**src/rtl/core/i64alu_pkg.sv**
```systemverilog
package i64alu_pkg;

   localparam int unsigned DataWidth  = 64;
   localparam int unsigned HalfWidth  = 32;
   localparam int unsigned DivSteps   = 64;
   localparam int unsigned KindWidth  = 5;
   localparam int unsigned ShiftWidth = 7;

   typedef enum logic [KindWidth-1:0] {
      KIND_ADD    = 5'd0,
      KIND_SUB    = 5'd1,
      KIND_MUL    = 5'd2,
      KIND_UMUL32 = 5'd3,
      KIND_SMUL32 = 5'd4,
      KIND_UDIV   = 5'd5,
      KIND_SDIV   = 5'd6,
      KIND_UREM   = 5'd7,
      KIND_SREM   = 5'd8,
      KIND_AND    = 5'd9,
      KIND_OR     = 5'd10,
      KIND_XOR    = 5'd11,
      KIND_SHL    = 5'd12,
      KIND_SHR    = 5'd13,
      KIND_ASHR   = 5'd14,
      KIND_SEXT32 = 5'd15,
      KIND_PACK   = 5'd16,
      KIND_HI     = 5'd17
   } kind_type;

   // Payload that runs through the divider stages. Items that do not divide
   // carry their finished result in quo and pass the stages untouched.
   typedef struct packed {
      logic                 is_div;
      logic                 want_rem;
      logic                 negate;
      logic                 div_zero;
      logic [DataWidth-1:0] rem;
      logic [DataWidth-1:0] quo;
      logic [DataWidth-1:0] divisor;
   } stage_type;

endpackage

```
**src/rtl/core/i64alu_div_step.sv**
```systemverilog
module i64alu_div_step (
   input  logic                   clock,
   input  logic                   reset,
   input  logic                   advance,
   input  logic                   valid_in,
   input  i64alu_pkg::stage_type  stage_in,
   output logic                   valid_out,
   output i64alu_pkg::stage_type  stage_out
);

   i64alu_pkg::stage_type  step_in, step_ff;
   logic                   valid_ff;
   logic [64:0]            trial;
   logic [64:0]            diff;

   // One restoring step: shift the next dividend bit into the remainder.
   always_comb begin
      trial   = {stage_in.rem, stage_in.quo[63]};
      diff    = trial - {1'b0, stage_in.divisor};
      step_in = stage_in;
      if (stage_in.is_div) begin
         if (!diff[64]) begin
            step_in.rem = diff[63:0];
            step_in.quo = {stage_in.quo[62:0], 1'b1};
         end else begin
            step_in.rem = trial[63:0];
            step_in.quo = {stage_in.quo[62:0], 1'b0};
         end
      end
   end

   always_ff @(posedge clock) begin
      if (reset) begin
         valid_ff <= 1'b0;
      end else if (advance) begin
         valid_ff <= valid_in;
      end
   end

   always_ff @(posedge clock) begin
      if (advance) begin
         step_ff <= step_in;
      end
   end

   assign valid_out = valid_ff;
   assign stage_out = step_ff;

endmodule

```
**config.mk**
```make
export PLATFORM = sky130hd
export DESIGN_NAME = i64alu_div_step
export DESIGN_NICKNAME = d
export VERILOG_FILES = /design/src/rtl/core/i64alu_pkg.sv /design/src/rtl/core/i64alu_div_step.sv
export SDC_FILE = /design/constraint.sdc
export NUM_CORES = 1
export LEC_CHECK = 0
export BUFFER_PORTS_ARGS = -buffer_cell sky130_fd_sc_hd__buf_2
export CAP_MARGIN = 0
export CORE_MARGIN = 5
export CORE_UTILIZATION = 50
export DETAILED_ROUTE_END_ITERATION = 10
export GPL_ROUTABILITY_DRIVEN = 0
export PLACE_DENSITY = 0.85
export SYNTH_ARGS = -nofsm -noshare
export SYNTH_HDL_FRONTEND = slang
export SYNTH_SLANG_ARGS = --single-unit
```
**constraint.sdc**
```tcl
create_clock -name clock -period 3.51 [get_ports clock]
set_input_delay 0.351 -clock clock [delete_from_list [all_inputs] [get_ports clock]]
set_output_delay 0.351 -clock clock [all_outputs]
set_load 0.05 [all_outputs]
```
==> impl_metrics.ini <==
[pwr]
p_int_mw = 4.81
p_switching_mw = 2.90
powerDensity_mw_per_mm2 = 483
power_frac_comb_pct = 34.5
clockPowerShare_pct = 27.6
switching_share_pct = 37.7
seq_power_share_pct = 37.9
leakage_nw = 7.16
ir_worst_vdd_mv = 0.330

[synthesis]
yosysSeqAreaShare_pct = 48.4
synth_nets = 1436
netlist.area_leader.share_pct = 48.2
synth_cell_types = 65
synth_compound_area_share_pct = 15.1
synth_area_leaders = edfxtp_1 (48%), ha_1 (6.6%), mux2_2 (5.8%), a21oi_1 (4.9%), mux2i_1 (4.1%)
yosysMostFrequentCell = edfxtp_1
synth_cells = 1171
synth_common_cells = edfxtp_1 (196), a21oi_1 (120), nor2_1 (106), inv_1 (86), nand2_1 (75)
synth_area_mm2 = 0.0122
async_reset_ff_share_pct = 0
yosys_most_used_dff = edfxtp_1
synth.avg_cell_area_um2 = 10.4
synth_top_cell_by_area = edfxtp_1
synthXorXnorAreaFrac_pct = 4.02
synth_top_family_by_area = compound AO/OA/AOI/OAI gates
synthSimpleGateAreaFrac_pct = 10.8
synth_edf_count = 196
synth_seq_cells = 197
yosys_warnings = 0
synthMuxAreaShare_pct = 10.2
synthAdderAreaFrac_pct = 6.72

[setup_path]
cpPeakStageDelay_ns = 0.39
endpoint = stage_out[190]
cp.depth = 14
startpoint_type = primary input
crit_start = stage_in[25]
reg2reg_to = valid_out
worstPathArrival_ns = 3.37
cp_top_family = compound AO/OA/AOI/OAI gates
crit_chain = buf_2 > inv_1 > ha_1 > buf_4 > a21oi_1 > buf_4 > nand2_1 > or3_1 > o211ai_1 > nand3_1 > a21oi_1 > mux2i_1 > a31oi_1 > a311o_1
path_class = in -> reg
rrSetupSlack_ns = 2.93
crit_required_ns = 3.70
path_buf_inv = 4
r2r-start = valid_out
slowest_stage = or3_1
worstPathMaxFanout = 7
reg2regPathDepth = 2
cp-end-kind = flip-flop

[clocking]
cts_tree = done
clkTransAtPathRegs_ns = 0.09
clk_latency_ns = 0.44
post_cts_buffers = 0
root_buffer = clkbuf_16
clock_path_buffers = 2
numCtsBuffers = 17
ctsResizeCount = 0
cts_sinks = 197
cts_hold_buf = 0
cts_max_level = 4

[flow_run]
cap_violations = 0

[global_routing]
grtUsageTotal_pct = 26.1
grt_pass1_wl_um = 58800
grt_max_degree = 100
antenna_found_initial = 8
gr-total-overflow = 0
grt_pass1_vias = 11200

[placement]
dp_slack_ns = -0.104
dp_hpwl_um = 30000
io_buffers = 396

[final_layout]
regArea_mm2 = 0.00591
drive_gt1_share_pct = 37.1
fin_util_pct = 66.0
multiInputGateArea_mm2 = 0.00571
syn_to_final_growth_pct = 30.7
n_fill_cell = 1887
nets = 1905

[sta]
whs_ns = 0.0535
max_freq_ghz = 0.314
fin_ws_ns = 0.323
drv_slew = 0
setup_viol = 0
finalHoldViolCount = 0
rsz0062_at_grt = false
worst_pin_slew_ns = 0.810
finalCritPeriodShare_pct = 90.8
setup-tns-final_ns = 0
relSlewSlack_pct = 46.0
fin_crit_ns = 3.19
finClkSkew_ns = 0

[route]
dr.pass1.iters = 5
num_vias = 11100
drt_iter0_drc = 867
vias_per_cell = 5.59
drc_errors = 0
routedWlPerCell_um = 19.0
postRouteAntennaNets = 0
wl_um = 37600

[min_path]
hold_class = in -> reg

[die]
die_height_um = 166
ios = 397
row_count = 57
initial_core_util_pct = 50.5
fp.dieW_um = 166
core_mm2 = 0.0242
die-area_mm2 = 0.0276

[run_status]
status = finished, final reports clean
[cell families (layout without fill, tap and decap cells)]
group | count (synthesis) | count (layout)
AOI/OAI and AO/OA | 304 | 304
xor gates and xnor gates | 56 | 56
adders and majority gates | 65 | 65
buffers and inverters | 148 | 630
DFF | 197 | 197
muxes | 115 | 115
other | 0 | 6
and+or+nand+nor | 286 | 286
[per-stage QoR]
step / power [mW] / instances / area [µm²]
floorplan: 4.75 / 1171 / 12200
global placement: 5.56 / 1945 / 15300
detailed placement: 5.62 / 1945 / 15300
CTS: 7.73 / 1977 / 15900
global route: 8.04 / 1982 / 16000
finish: 7.71 / 1983 / 16000
[power by group through the flow]
stage          Combinational, mW  Clock (mW)  Sequential [mW]
3_3_place_gp                2.59           0             2.97
3_5_place_dp                2.64           0             2.97
6_report                    2.66        2.13             2.92
5_1_grt                     2.84        2.26             2.94
2_1_floorplan              0.958           0             3.79
4_1_cts                     2.65        2.15             2.92
[worst reg2reg max path, stage by stage, from the launching register on]
cell and delay [ns]:
dfxtp_1 0.32, mux2i_1 0.12, nor2_1 0.05
[final cells by class]
class | instances | area share (%)
tap | 324 | 2.54
sequential | 197 | 37.0
multi-input combinational | 826 | 35.8
antenna | 6 | 0.0941
timing repair buffer | 512 | 18.4
clock inverter | 15 | 1.41
inverter | 86 | 2.02
clock buffer | 17 | 2.67
[sequential cells by signal, indices dropped and copies added (netlist names)]
register,flops
valid_out,1
stage_out,196
[worst min path at each step]
| stage | startpoint | to | slack (ns) | cells after the start |
|---|---|---|---|---|
| finish | reset | valid_out | 0.05 | 2 |
| floorplan | reset | valid_out | 0.42 | 1 |
| global placement | valid_out | valid_out | 0.47 | 2 |
| CTS | reset | valid_out | 0.04 | 2 |
| detailed placement | valid_out | valid_out | 0.49 | 2 |
| global route | reset | valid_out | 0.04 | 2 |
[layer usage]
metal / GRT usage (%) / vias to the layer above / wire length [µm]
li1: - / 5265 / -
met4: 10.2 / 6 / 1340
met5: 0 / - / 46
met1: 29.8 / 5246 / 14200
met3: 6.12 / 86 / 2540
met2: 47.4 / 488 / 19400
[layout by cell type (no fill, tap or decap), types with 6 or more instances in the layout]
cell type / synthesis / routed
clkinv_8: 0 / 7
mux2_2: 63 / 63
nand3_1: 19 / 19
o21a_1: 15 / 15
o21ai_0: 62 / 62
o31ai_1: 7 / 7
a31oi_1: 21 / 21
mux2i_1: 50 / 50
nand2_1: 75 / 75
a21oi_1: 120 / 120
nand4_1: 19 / 19
xor2_1: 29 / 29
edfxtp_1: 196 / 196
nor2b_1: 16 / 16
nor3_1: 13 / 13
xnor2_1: 27 / 27
ha_1: 64 / 64
a211oi_1: 12 / 12
inv_1: 86 / 86
diode_2: 0 / 6
buf_12: 0 / 6
nor2_1: 106 / 106
a21o_1: 16 / 16
buf_2: 8 / 394
buf_4: 4 / 110
clkbuf_16: 0 / 17
Power figures use the tool's default switching activity.
