`src/rtl/core/i64alu_pkg.sv`:
```
package i64alu_pkg;

   localparam int unsigned DataWidth  = 64;
   localparam int unsigned HalfWidth  = 32;
   localparam int unsigned DivSteps   = 64;
   localparam int unsigned KindWidth  = 5;
   localparam int unsigned ShiftWidth = 7;

   typedef enum logic [KindWidth-1:0] {
      KIND_ADD    = 5'd0,
      KIND_SUB    = 5'd1,
      KIND_MUL    = 5'd2,
      KIND_UMUL32 = 5'd3,
      KIND_SMUL32 = 5'd4,
      KIND_UDIV   = 5'd5,
      KIND_SDIV   = 5'd6,
      KIND_UREM   = 5'd7,
      KIND_SREM   = 5'd8,
      KIND_AND    = 5'd9,
      KIND_OR     = 5'd10,
      KIND_XOR    = 5'd11,
      KIND_SHL    = 5'd12,
      KIND_SHR    = 5'd13,
      KIND_ASHR   = 5'd14,
      KIND_SEXT32 = 5'd15,
      KIND_PACK   = 5'd16,
      KIND_HI     = 5'd17
   } kind_type;

   // Payload that runs through the divider stages. Items that do not divide
   // carry their finished result in quo and pass the stages untouched.
   typedef struct packed {
      logic                 is_div;
      logic                 want_rem;
      logic                 negate;
      logic                 div_zero;
      logic [DataWidth-1:0] rem;
      logic [DataWidth-1:0] quo;
      logic [DataWidth-1:0] divisor;
   } stage_type;

endpackage

```
`src/rtl/core/i64alu_back.sv`:
```
module i64alu_back (
   input  logic                              clock,
   input  logic                              reset,
   input  logic                              advance,
   input  logic                              valid_in,
   input  i64alu_pkg::stage_type             stage_in,
   output logic                              valid_out,
   output logic [i64alu_pkg::DataWidth-1:0]  result,
   output logic                              is_zero,
   output logic                              is_negative,
   output logic                              divide_by_zero
);

   logic [i64alu_pkg::DataWidth-1:0] pick, result_in, result_ff;
   logic                             dz_in, dz_ff, valid_ff;

   always_comb begin
      pick      = stage_in.want_rem ? stage_in.rem : stage_in.quo;
      result_in = stage_in.quo;
      dz_in     = 1'b0;
      if (stage_in.is_div) begin
         dz_in = stage_in.div_zero;
         if (stage_in.div_zero) begin
            result_in = 64'd0;
         end else begin
            result_in = stage_in.negate ? (64'd0 - pick) : pick;
         end
      end
   end

   always_ff @(posedge clock) begin
      if (reset) begin
         valid_ff <= 1'b0;
      end else if (advance) begin
         valid_ff <= valid_in;
      end
   end

   always_ff @(posedge clock) begin
      if (advance) begin
         result_ff <= result_in;
         dz_ff     <= dz_in;
      end
   end

   assign valid_out      = valid_ff;
   assign result         = result_ff;
   assign is_zero        = (result_ff == 64'd0);
   assign is_negative    = result_ff[63];
   assign divide_by_zero = dz_ff;

endmodule

```
`config.mk`:
```
export PLATFORM = sky130hd
export DESIGN_NAME = i64alu_back
export DESIGN_NICKNAME = d
export VERILOG_FILES = /design/src/rtl/core/i64alu_pkg.sv /design/src/rtl/core/i64alu_back.sv
export SDC_FILE = /design/constraint.sdc
export NUM_CORES = 1
export LEC_CHECK = 0
export BUFFER_PORTS_ARGS = -buffer_cell sky130_fd_sc_hd__buf_2
export CAP_MARGIN = 20
export CORE_UTILIZATION = 24
export CTS_CLUSTER_DIAMETER = 60
export CTS_CLUSTER_SIZE = 30
export DETAILED_ROUTE_END_ITERATION = 8
export GPL_TIMING_DRIVEN = 0
export PLACE_DENSITY_LB_ADDON = 0.08
export SETUP_SLACK_MARGIN = 0.3
export SLEW_MARGIN = 0
export SYNTH_ARGS = -nofsm -noshare
export SYNTH_HDL_FRONTEND = slang
export SYNTH_SLANG_ARGS = --single-unit
```
`constraint.sdc`:
```
create_clock -name clock -period 5.35 [get_ports clock]
set_input_delay 0.2675 -clock clock [delete_from_list [all_inputs] [get_ports clock]]
set_output_delay 0.2675 -clock clock [all_outputs]
set_load 0.02 [all_outputs]
```
==> results.sh, run 1 <==
export IMPL_post_place_ws_ps=-1570
export IMPL_power_switching_uw=669
export IMPL_drv_slew=0
export IMPL_total_power_mw=1.86
export IMPL_critPathMaxStageDelay_ps=590
export IMPL_min_to="valid_out"
export IMPL_cts_sinks=66
export IMPL_start_kind="primary input"
export IMPL_syn_area_um2=6660
export IMPL_r2r_start="valid_out"
export IMPL_grt_setup_unrepaired="false"
export IMPL_ys_async_sr_fraction_pct=0
export IMPL_drc=0
export IMPL_dp_hpwl_um=27400
export IMPL_ff2ff_setup_slack_ps=4770
export IMPL_stdcell_area_um2=8490
export IMPL_grt_max_degree=67
export IMPL_synth_top_area_cell="edfxtp_1"
export IMPL_drtPass1Iterations=6
export IMPL_root_buffer="clkbuf_16"
export IMPL_hold_depth=2
export IMPL_synthFlopType="edfxtp_1"
export IMPL_cp_common_cell="buf_4"
export IMPL_start_util_pct=24.6
export IMPL_synthDistinctLibCells=77
export IMPL_finalSetupTns_ps=0
export IMPL_crit_type="primary input to flop"
export IMPL_cts_setup_buffers=0
export IMPL_clk_latency_ps=350
export IMPL_core_area_um2=27100
export IMPL_placed_cells=1347
export IMPL_yosys_area_share_simple_pct=25.5
export IMPL_place_gp_congestion=0.927
export IMPL_cts_tree="yes"
export IMPL_p_leak_nw=3.09
export IMPL_io_buffer_count=201
export IMPL_crit_family="buffers and inverters"
export IMPL_endpoint_kind="flop"
export IMPL_syn_nets=975
export IMPL_avgRoutedWirePerCell_um=26.6
export IMPL_path_cells="buf_6, buf_6, buf_4, buf_4, buf_4, buf_4, buf_6, buf_4, buf_4, mux2i_1, ha_1, o21a_2, o2111ai_4, or4_4, buf_6, o31ai_4, mux2i_1, o221ai_1"
export IMPL_rr_worst_depth=2
export IMPL_cp_num_buf_inv=10
export IMPL_die_x_um=169
export IMPL_clkSlewWorstSetupHoldPaths_ps=60
export IMPL_yosysTopAreaCellShare_pct=29.3
export IMPL_synthTopCellsByArea="edfxtp_1 (29%), mux2i_1 (5.6%), nor3_1 (4.0%)"
export IMPL_worstPathMaxFanout=10
export IMPL_switching_share_pct=36.0
export IMPL_ant_nets=0
export IMPL_setup_ws_ps=413
export IMPL_yosys_area_share_adder_pct=0.188
export IMPL_fin_worst_skew_ps=0
export IMPL_synth_common_cells="edfxtp_1 (65), nor3_1 (53), nor2_1 (50)"
export IMPL_syn_inst=774
export IMPL_drive_gt1_share_pct=27.2
export IMPL_setup_viol=0
export IMPL_final_nets=1187
export IMPL_timing_rr_end="valid_out"
export IMPL_final_min_clock_period_ps=4940
export IMPL_min_path_type="primary input to flop"
export IMPL_pwr_share_clk_pct=32.4
export IMPL_postSynthAreaPerCell_um2=8.61
export IMPL_cp_arrival_ps=4950
export IMPL_grt_pass1_vias=7414
export IMPL_maxCapViolCount=0
export IMPL_synth_edf_count=65
export IMPL_synth_top_family_by_area="compound AO/OA/AOI/OAI gates"
export IMPL_synth_xor_area_share_pct=6.83
export IMPL_crit_cells=18
export IMPL_cts_buffers=9
export IMPL_slowest_stage="or4_4"
export IMPL_required_ps=5370
export IMPL_ctsResizeCount=19
export IMPL_pwr_share_seq_pct=35.4
export IMPL_grt_overflow_total=0
export IMPL_utilization_pct=31.3
export IMPL_area_delta_synth_final_pct=27.4
export IMPL_synth_compound_area_share_pct=25.5
export IMPL_core_rowCount=60
export IMPL_place_area_um2=8140
export IMPL_holdBufCountCts=0
export IMPL_comb_power_share_pct=32.2
export IMPL_gr_usage_all_layers_pct=25.1
export IMPL_ioPinCount=268
export IMPL_synth_area_mux_share_pct=7.08
export IMPL_maxSlewHeadroom_pct=23.3
export IMPL_timing_fmax_mhz=203
export IMPL_synth_seq_cells=66
export IMPL_power_density_nw_per_um2=219
export IMPL_max_vdd_ir_drop_v=0.000109
export IMPL_htree_levels=3
export IMPL_internal_power_mw=1.19
export IMPL_vias_per_cell=5.67
export IMPL_holdWs_ps=62.1
export IMPL_dieArea_um2=28400
export IMPL_drt_iter0_drc=772
export IMPL_grt_pass1_wl_um=51000
export IMPL_status="completed"
export IMPL_ys_seq_area_share_pct=29.6
export IMPL_tightest_slew_ps=1150
export IMPL_cts_buffer_depth=2
export IMPL_finalHoldViolCount=0
export IMPL_ys_warn_count=0
export IMPL_fill_cells=2970
export IMPL_wirelength_um=36300
export IMPL_min_from="reset"
export IMPL_post_route_period_util_pct=92.3
export IMPL_die_h_um=169
export IMPL_final_cells=1366
export IMPL_route_vias_total=7740
export IMPL_synth_most_common_cell="edfxtp_1"
export IMPL_antenna_found_initial=4
## state kept, by name, indices dropped and copies added, names as in the netlist
signal,cells
result,64
valid_out,1
divide_by_zero,1
## kinds of logic after synthesis
group | count (synthesis)
AOI/OAI and AO/OA | 220
xor gates and xnor gates | 52
adders and majority gates | 1
buffers and inverters | 80
DFF | 66
muxes | 46
and+or+nand+nor | 309
## layer usage
layer  up-vias  share of wire [%]  global-route usage, %
met1      3813                 44                   33.3
met3        54                6.9                   3.32
li1       3484                  -                      -
met2       387                 47                   41.8
met5         -              0.033                      0
met4         2                2.7                   8.38
## cell usage in the layout, fill, tap and decap left out, types with 5 or more instances in the layout
master	n
a31oi_1	6
or2_2	5
nor4_1	33
or3_1	29
nand3_1	14
o22ai_1	14
clkbuf_1	36
nand2b_1	6
nor4b_1	6
o31ai_1	13
o21a_1	6
a221o_1	12
buf_6	7
nor2_1	50
xor2_1	27
mux2_2	9
edfxtp_1	65
mux2i_1	37
o21ai_0	34
a32oi_1	9
o2bb2ai_1	18
a221oi_1	5
nand4_1	9
nand2_1	49
o221ai_1	20
buf_4	9
o211ai_1	6
and2_1	13
xnor2_1	25
a21oi_1	27
nor3b_1	20
inv_1	22
buf_2	204
a21o_1	5
nor2b_1	5
nor3_1	53
clkbuf_16	9
## worst register-to-register path: cells and delay by family, from the launching register on
kind             cells  cell delay (ps)
AND/OR/NAND/NOR      1               50
multiplexers         1              120
flip-flops           1              300
## power groups by stage
stage	clock, mW	sequential (mW)	combinational (mW)
2_1_floorplan	0	0.730	0.242
5_1_grt	0.631	0.666	0.631
4_1_cts	0.612	0.660	0.591
6_report	0.602	0.659	0.599
3_5_place_dp	0	0.671	0.585
3_3_place_gp	0	0.671	0.586
## worst max path at each step
| stage | start | end | slack, ps |
|---|---|---|---|
| 4_1_cts | stage_in[194] | result[52] | 310 |
| 6_report | stage_in[194] | result[52] | 410 |
| 3_3_place_gp | stage_in[194] | result[60] | -1560 |
| 3_5_place_dp | stage_in[194] | result[60] | -1570 |
| 5_1_grt | stage_in[194] | result[46] | 350 |
| 2_1_floorplan | stage_in[194] | result[60] | 800 |
## final cells by class
class	count	area [um2]	share of cell area [%]
flip-flops and latches	66	1970	23.2
clock inverters	6	57.6	0.678
clock buffers	10	229	2.70
well taps	372	465	5.48
diodes	3	7.51	0.0884
plain buffers	57	305	3.60
repair buffers	201	1010	11.9
multi-input cells	628	4360	51.3
inverters	23	86.3	1.02
Power figures use the tool's default switching activity.
==> run 2: changes to the inputs <==
Settings changed: ABC_AREA set to 1.
==> run 2 against run 1 <==
- critical path depth shrank 14
- utilization grew 0.50 points
- die area shrank 5.7%
- global-route usage shrank 2.3 points
- first-iteration DRC count shrank 37%
- non-clock buffer count shrank 19
- sequential share of layout area grew 1.2 points
- sequential cell count is the same
- critical endpoint is now is_zero
==> results.sh, run 2 <==
export IMPL_status="completed"
export IMPL_grt_max_degree=67
export IMPL_busiest_layer="met2"
export IMPL_power_switching_uw=673
export IMPL_mostFrequentLayoutCell="nand2_1"
export IMPL_fin_worst_skew_ps=0
export IMPL_required_ps=5080
export IMPL_ctsResizeCount=0
export IMPL_final_cell_mix="nand2_1 (400), buf_2 (212), nor2_1 (109), inv_1 (96), nand3_1 (76)"
export IMPL_largest_reg_flops=64
export IMPL_synth_most_common_cell="nand2_1"
export IMPL_cp_arrival_ps=2410
export IMPL_avgRoutedWirePerCell_um=19.1
export IMPL_final_min_clock_period_ps=2680
export IMPL_ant_nets=0
export IMPL_final_nets=1437
export IMPL_wirelength_um=30000
export IMPL_setup_ws_ps=2670
export IMPL_core_area_um2=25400
export IMPL_core_rowCount=58
export IMPL_cts_sinks=66
export IMPL_clk_latency_ps=350
export IMPL_drv_slew=0
export IMPL_grt_pass1_vias=7206
export IMPL_pwr_share_seq_pct=32.9
export IMPL_place_area_um2=7700
export IMPL_synthDistinctLibCells=36
export IMPL_htree_levels=3
export IMPL_syn_inst=1023
export IMPL_postSynthAreaPerCell_um2=6.14
export IMPL_post_place_ws_ps=2390
export IMPL_cts_buffers=9
export IMPL_internal_power_mw=1.32
export IMPL_cts_tree="yes"
export IMPL_synthTopCellsByArea="edfxtp_1 (31%), nand2_1 (24%), nor2_1 (6.5%)"
export IMPL_met1_usage_pct=33.8
export IMPL_drive_gt1_share_pct=24.3
export IMPL_syn_area_um2=6280
export IMPL_max_vdd_ir_drop_v=0.0000975
export IMPL_gr_usage_all_layers_pct=22.8
export IMPL_ioPinCount=268
export IMPL_endpoint_kind="output port"
export IMPL_comb_power_share_pct=27.9
export IMPL_worstPathMaxFanout=2
export IMPL_timing_fmax_mhz=373
export IMPL_synth_top_area_cell="edfxtp_1"
export IMPL_dieArea_um2=26800
export IMPL_grt_pass1_wl_um=44000
export IMPL_synth_edf_count=65
export IMPL_vias_per_cell=4.72
export IMPL_tightest_slew_ps=920
export IMPL_use_met2_pct=34.4
export IMPL_synthFlopType="edfxtp_1"
export IMPL_ff2ff_setup_slack_ps=4770
export IMPL_stdcell_area_um2=8080
export IMPL_finalSetupTns_ps=0
export IMPL_crit_type="flop to output port"
export IMPL_drc=0
export IMPL_power_density_nw_per_um2=246
export IMPL_clkSlewWorstSetupHoldPaths_ps=60
export IMPL_drt_iter0_drc=488
export IMPL_post_route_period_util_pct=50.1
export IMPL_cts_buffer_depth=2
export IMPL_antenna_found_initial=3
export IMPL_syn_nets=1224
export IMPL_synth_common_cells="nand2_1 (400), nor2_1 (109), inv_1 (96)"
export IMPL_holdBufCountCts=0
export IMPL_io_buffer_count=202
export IMPL_min_path_type="primary input to flop"
export IMPL_ys_seq_area_share_pct=31.4
export IMPL_root_buffer="clkbuf_16"
export IMPL_start_util_pct=24.7
export IMPL_setup_viol=0
export IMPL_yosysTopAreaCellShare_pct=31.1
export IMPL_drtPass1Iterations=7
export IMPL_grt_overflow_total=0
export IMPL_maxCapViolCount=0
export IMPL_pwr_share_clk_pct=39.2
export IMPL_ys_warn_count=0
export IMPL_ys_async_sr_fraction_pct=0
export IMPL_place_gp_congestion=0.917
export IMPL_grt_met3_usage_pct=2.95
export IMPL_die_h_um=164
export IMPL_finalHoldViolCount=0
export IMPL_grt_setup_unrepaired="false"
export IMPL_start_kind="flop"
export IMPL_route_vias_total=7420
export IMPL_switching_share_pct=33.8
export IMPL_dp_hpwl_um=24000
export IMPL_area_delta_synth_final_pct=28.8
export IMPL_maxSlewHeadroom_pct=38.7
export IMPL_die_x_um=164
export IMPL_synth_seq_cells=66
export IMPL_cts_setup_buffers=0
export IMPL_p_leak_nw=3.84
export IMPL_holdWs_ps=57.5
-- run 2: cell count changes in the layout (fill, tap and decap cells not counted), moves of 29 or more --
| cell | change |
|---|---|
| nor3_1 | -44 |
| nand3_1 | +62 |
| inv_1 | +74 |
| or3_1 | -29 |
| nand2_1 | +351 |
| mux2i_1 | -36 |
| o21ai_1 | +43 |
| nor2_1 | +59 |
-- run 2: stage by stage --
stage / utilization [%] / cells / power, mW
6_report: 31.8 / 1572 / 1.99
2_1_floorplan: - / 1023 / 0.985
5_1_grt: 31.8 / 1572 / 2.08
3_3_place_gp: 30.3 / 1555 / 1.22
4_1_cts: 31.8 / 1571 / 2.01
3_5_place_dp: 30.3 / 1555 / 1.22
-- run 2: final timing paths --
kind                   from   endpoint  cells after the start
setup reg to reg  valid_out  valid_out                      2
hold / removal        reset  valid_out                      2
setup / recovery  result[5]    is_zero                      4
hold reg to reg   valid_out  valid_out                      2
-- run 2: power groups by stage --
stage | combinational, mW | sequential, mW | clock [mW]
2_1_floorplan | 0.261 | 0.724 | 0
3_3_place_gp | 0.553 | 0.668 | 0
3_5_place_dp | 0.553 | 0.667 | 0
4_1_cts | 0.555 | 0.656 | 0.795
5_1_grt | 0.611 | 0.661 | 0.812
6_report | 0.554 | 0.655 | 0.780
-- run 2: layer usage --
metal  share of wire [%]  vias up
met5               0.027        -
met4                 1.5        2
met3                 5.8       23
met2                  42      254
met1                  51     3385
li1                    -     3756
-- run 2: cell families after synthesis --
kind of cell               after synthesis  synth area share (%)
and+or+nand+nor                        684                  46.8
buffers and inverters                  142                  10.3
AOI/OAI and AO/OA                      128                  11.1
DFF                                     66                  31.4
xor gates and xnor gates                 1                 0.140
muxes                                    1                 0.159
adders and majority gates                1                 0.199
-- run 2: critical path: stages (launching register included) --
cell,delay (ps)
edfxtp_1,410
nor4_1,630
nand4_1,450
nor4_1,360
buf_2,210
-- run 2: cell type report --
cell class	count	area (um2)
buffer	37	250
multi-input combinational	815	3660
clock buffer	10	239
timing repair buffer	202	1010
clock inverter	6	138
inverter	105	394
tap	330	413
antenna	1	2.50
sequential	66	1970
fill	2979	17300
==> run 3: changes to the inputs <==
Settings changed: ABC_AREA 1 to 0.
Clock period 5.35 ns to 2.8 ns, I/O delays scaled along.
==> run 3 against run 2 <==
- the run now ends with setup timing left
- clock skew unchanged
- clock power increased by 50%
- sequential share of layout area is 5.2 points lower
- largest cell class unchanged
- highest routed layer is now met4
==> results.sh, run 3 (synthesized netlist as in run 1, its figures left out) <==
export IMPL_place_gp_congestion=0.909
export IMPL_mostFrequentLayoutCell="buf_2"
export IMPL_drt_iter0_drc=659
export IMPL_wirelength_um=38200
export IMPL_fill_cells=2838
export IMPL_setup_viol=30
export IMPL_final_cell_mix="buf_2 (203), edfxtp_1 (65), nor3_1 (51), nor2_1 (46), nand2_1 (44)"
export IMPL_htree_levels=3
export IMPL_tightest_slew_ps=1030
export IMPL_finalHoldViolCount=0
export IMPL_grt_overflow_total=0
export IMPL_start_util_pct=24.6
export IMPL_grt_max_degree=48
export IMPL_multi_input_area_um2=5220
export IMPL_stdcell_area_um2=10300
export IMPL_ff2ff_setup_slack_ps=2220
export IMPL_final_nets=1258
export IMPL_core_rowCount=60
export IMPL_grt_pass1_vias=8007
export IMPL_clk_latency_ps=350
export IMPL_post_route_period_util_pct=117
export IMPL_avgRoutedWirePerCell_um=26.6
export IMPL_fin_worst_skew_ps=0
export IMPL_area_delta_synth_final_pct=54.3
export IMPL_crit_type="primary input to flop"
export IMPL_io_buffer_count=201
export IMPL_largest_reg_flops=64
export IMPL_met3WireLength_um=2640
export IMPL_core_area_um2=27100
export IMPL_drv_slew=0
export IMPL_drtPass1Iterations=5
export IMPL_required_ps=2860
export IMPL_met2WireLength_um=17800
export IMPL_clkSlewWorstSetupHoldPaths_ps=60
export IMPL_regArea_um2=1970
export IMPL_comb_power_share_pct=35.8
export IMPL_cp_arrival_ps=3330
export IMPL_place_area_um2=8450
export IMPL_holdWs_ps=35.2
export IMPL_antenna_found_initial=0
export IMPL_endpoint_kind="flop"
export IMPL_pwr_share_seq_pct=33.4
export IMPL_dieArea_um2=28400
export IMPL_final_cells=1434
export IMPL_pwr_share_clk_pct=30.9
export IMPL_drive_gt1_share_pct=42.8
export IMPL_cts_sinks=66
export IMPL_root_buffer="clkbuf_16"
export IMPL_cts_tree="yes"
export IMPL_violations="setup timing"
export IMPL_maxSlewHeadroom_pct=31.0
export IMPL_grt_setup_unrepaired="true"
export IMPL_internal_power_mw=2.40
export IMPL_timing_fmax_mhz=306
export IMPL_ioPinCount=268
export IMPL_gr_usage_all_layers_pct=26.6
export IMPL_power_density_nw_per_um2=368
export IMPL_cts_buffer_depth=2
export IMPL_placed_cells=1348
export IMPL_start_kind="primary input"
export IMPL_final_min_clock_period_ps=3270
export IMPL_maxCapViolCount=0
export IMPL_vias_per_cell=5.65
export IMPL_die_h_um=169
export IMPL_wl_met1_um=16600
export IMPL_min_path_type="primary input to flop"
export IMPL_top_layer_used="met4"
export IMPL_max_vdd_ir_drop_v=0.000187
export IMPL_finalSetupTns_ps=-8300
export IMPL_ant_nets=0
export IMPL_power_switching_mw=1.38
export IMPL_drc=0
export IMPL_route_vias_total=8096
export IMPL_grt_pass1_wl_um=54600
export IMPL_switching_share_pct=36.5
export IMPL_cts_buffers=9
export IMPL_p_leak_nw=3.84
export IMPL_worstPathMaxFanout=3
export IMPL_status="finished, violations left"
export IMPL_setup_ws_ps=-467
export IMPL_dp_hpwl_um=27700
export IMPL_diodes=0
export IMPL_die_x_um=169
[run 3: worst paths after layout]
path	start	end	cells after the start
max	stage_in[194]	result[10]	25
min	valid_in	valid_out	3
max reg2reg	valid_out	valid_out	2
min reg2reg	valid_out	valid_out	2
[run 3: layer usage]
metal  vias to the layer above  track usage, %
met5                         -               0
met1                      4050            34.5
met4                         0            9.80
met3                        67            5.33
met2                       354            43.6
li1                       3625               -
[run 3: final cells by class]
cell class | count | share of cell area [%]
plain buffers | 57 | 5.03
multi-input cells | 628 | 50.8
repair buffers | 272 | 16.8
clock inverters | 7 | 0.682
inverters | 23 | 0.840
flip-flops and latches | 66 | 19.2
clock buffers | 9 | 2.19
well taps | 372 | 4.53
[run 3: power by group through the flow]
stage	Clock [mW]	Sequential, mW	Combinational [mW]
3_5_place_dp	0	1.28	1.16
5_1_grt	1.23	1.27	1.42
6_report	1.17	1.26	1.35
3_3_place_gp	0	1.28	1.16
4_1_cts	1.19	1.26	1.29
2_1_floorplan	0	1.40	0.495
[run 3: what timing repair did]
action,4_1_cts,5_1_grt
gates resized for setup,153,57
gates cloned,1,0
pin swaps,55,48
buffers inserted,53,15
endpoints found under the setup margin,65,58
hold buffers,1,0
endpoints found under the hold margin,1,0
[run 3: stage by stage]
stage / power (mW) / worst slack (ps) / utilization [%]
after floorplan: 1.89 / -710 / -
after global placement: 2.44 / -1890 / 31.1
after detailed placement: 2.44 / -1870 / 31.2
after CTS: 3.74 / -509 / 36.4
after global routing: 3.92 / -500 / 37.9
final: 3.78 / -467 / 37.9
[run 3: worst max-delay path, cell delays in order]
cell       delay, ps
buf_12           100
buf_8            120
buf_12           120
buf_12           120
buf_12           130
buf_12           120
buf_12           110
clkbuf_16        140
buf_12           120
mux2i_4          170
ha_2             200
o21a_4           130
buf_6            110
buf_6            100
buf_6            100
buf_6            100
buf_6            100
buf_6            100
buf_6            110
o211ai_1         150
and2_4           210
buf_6            110
nor3b_4           40
a221oi_2         230
o2bb2ai_2        110
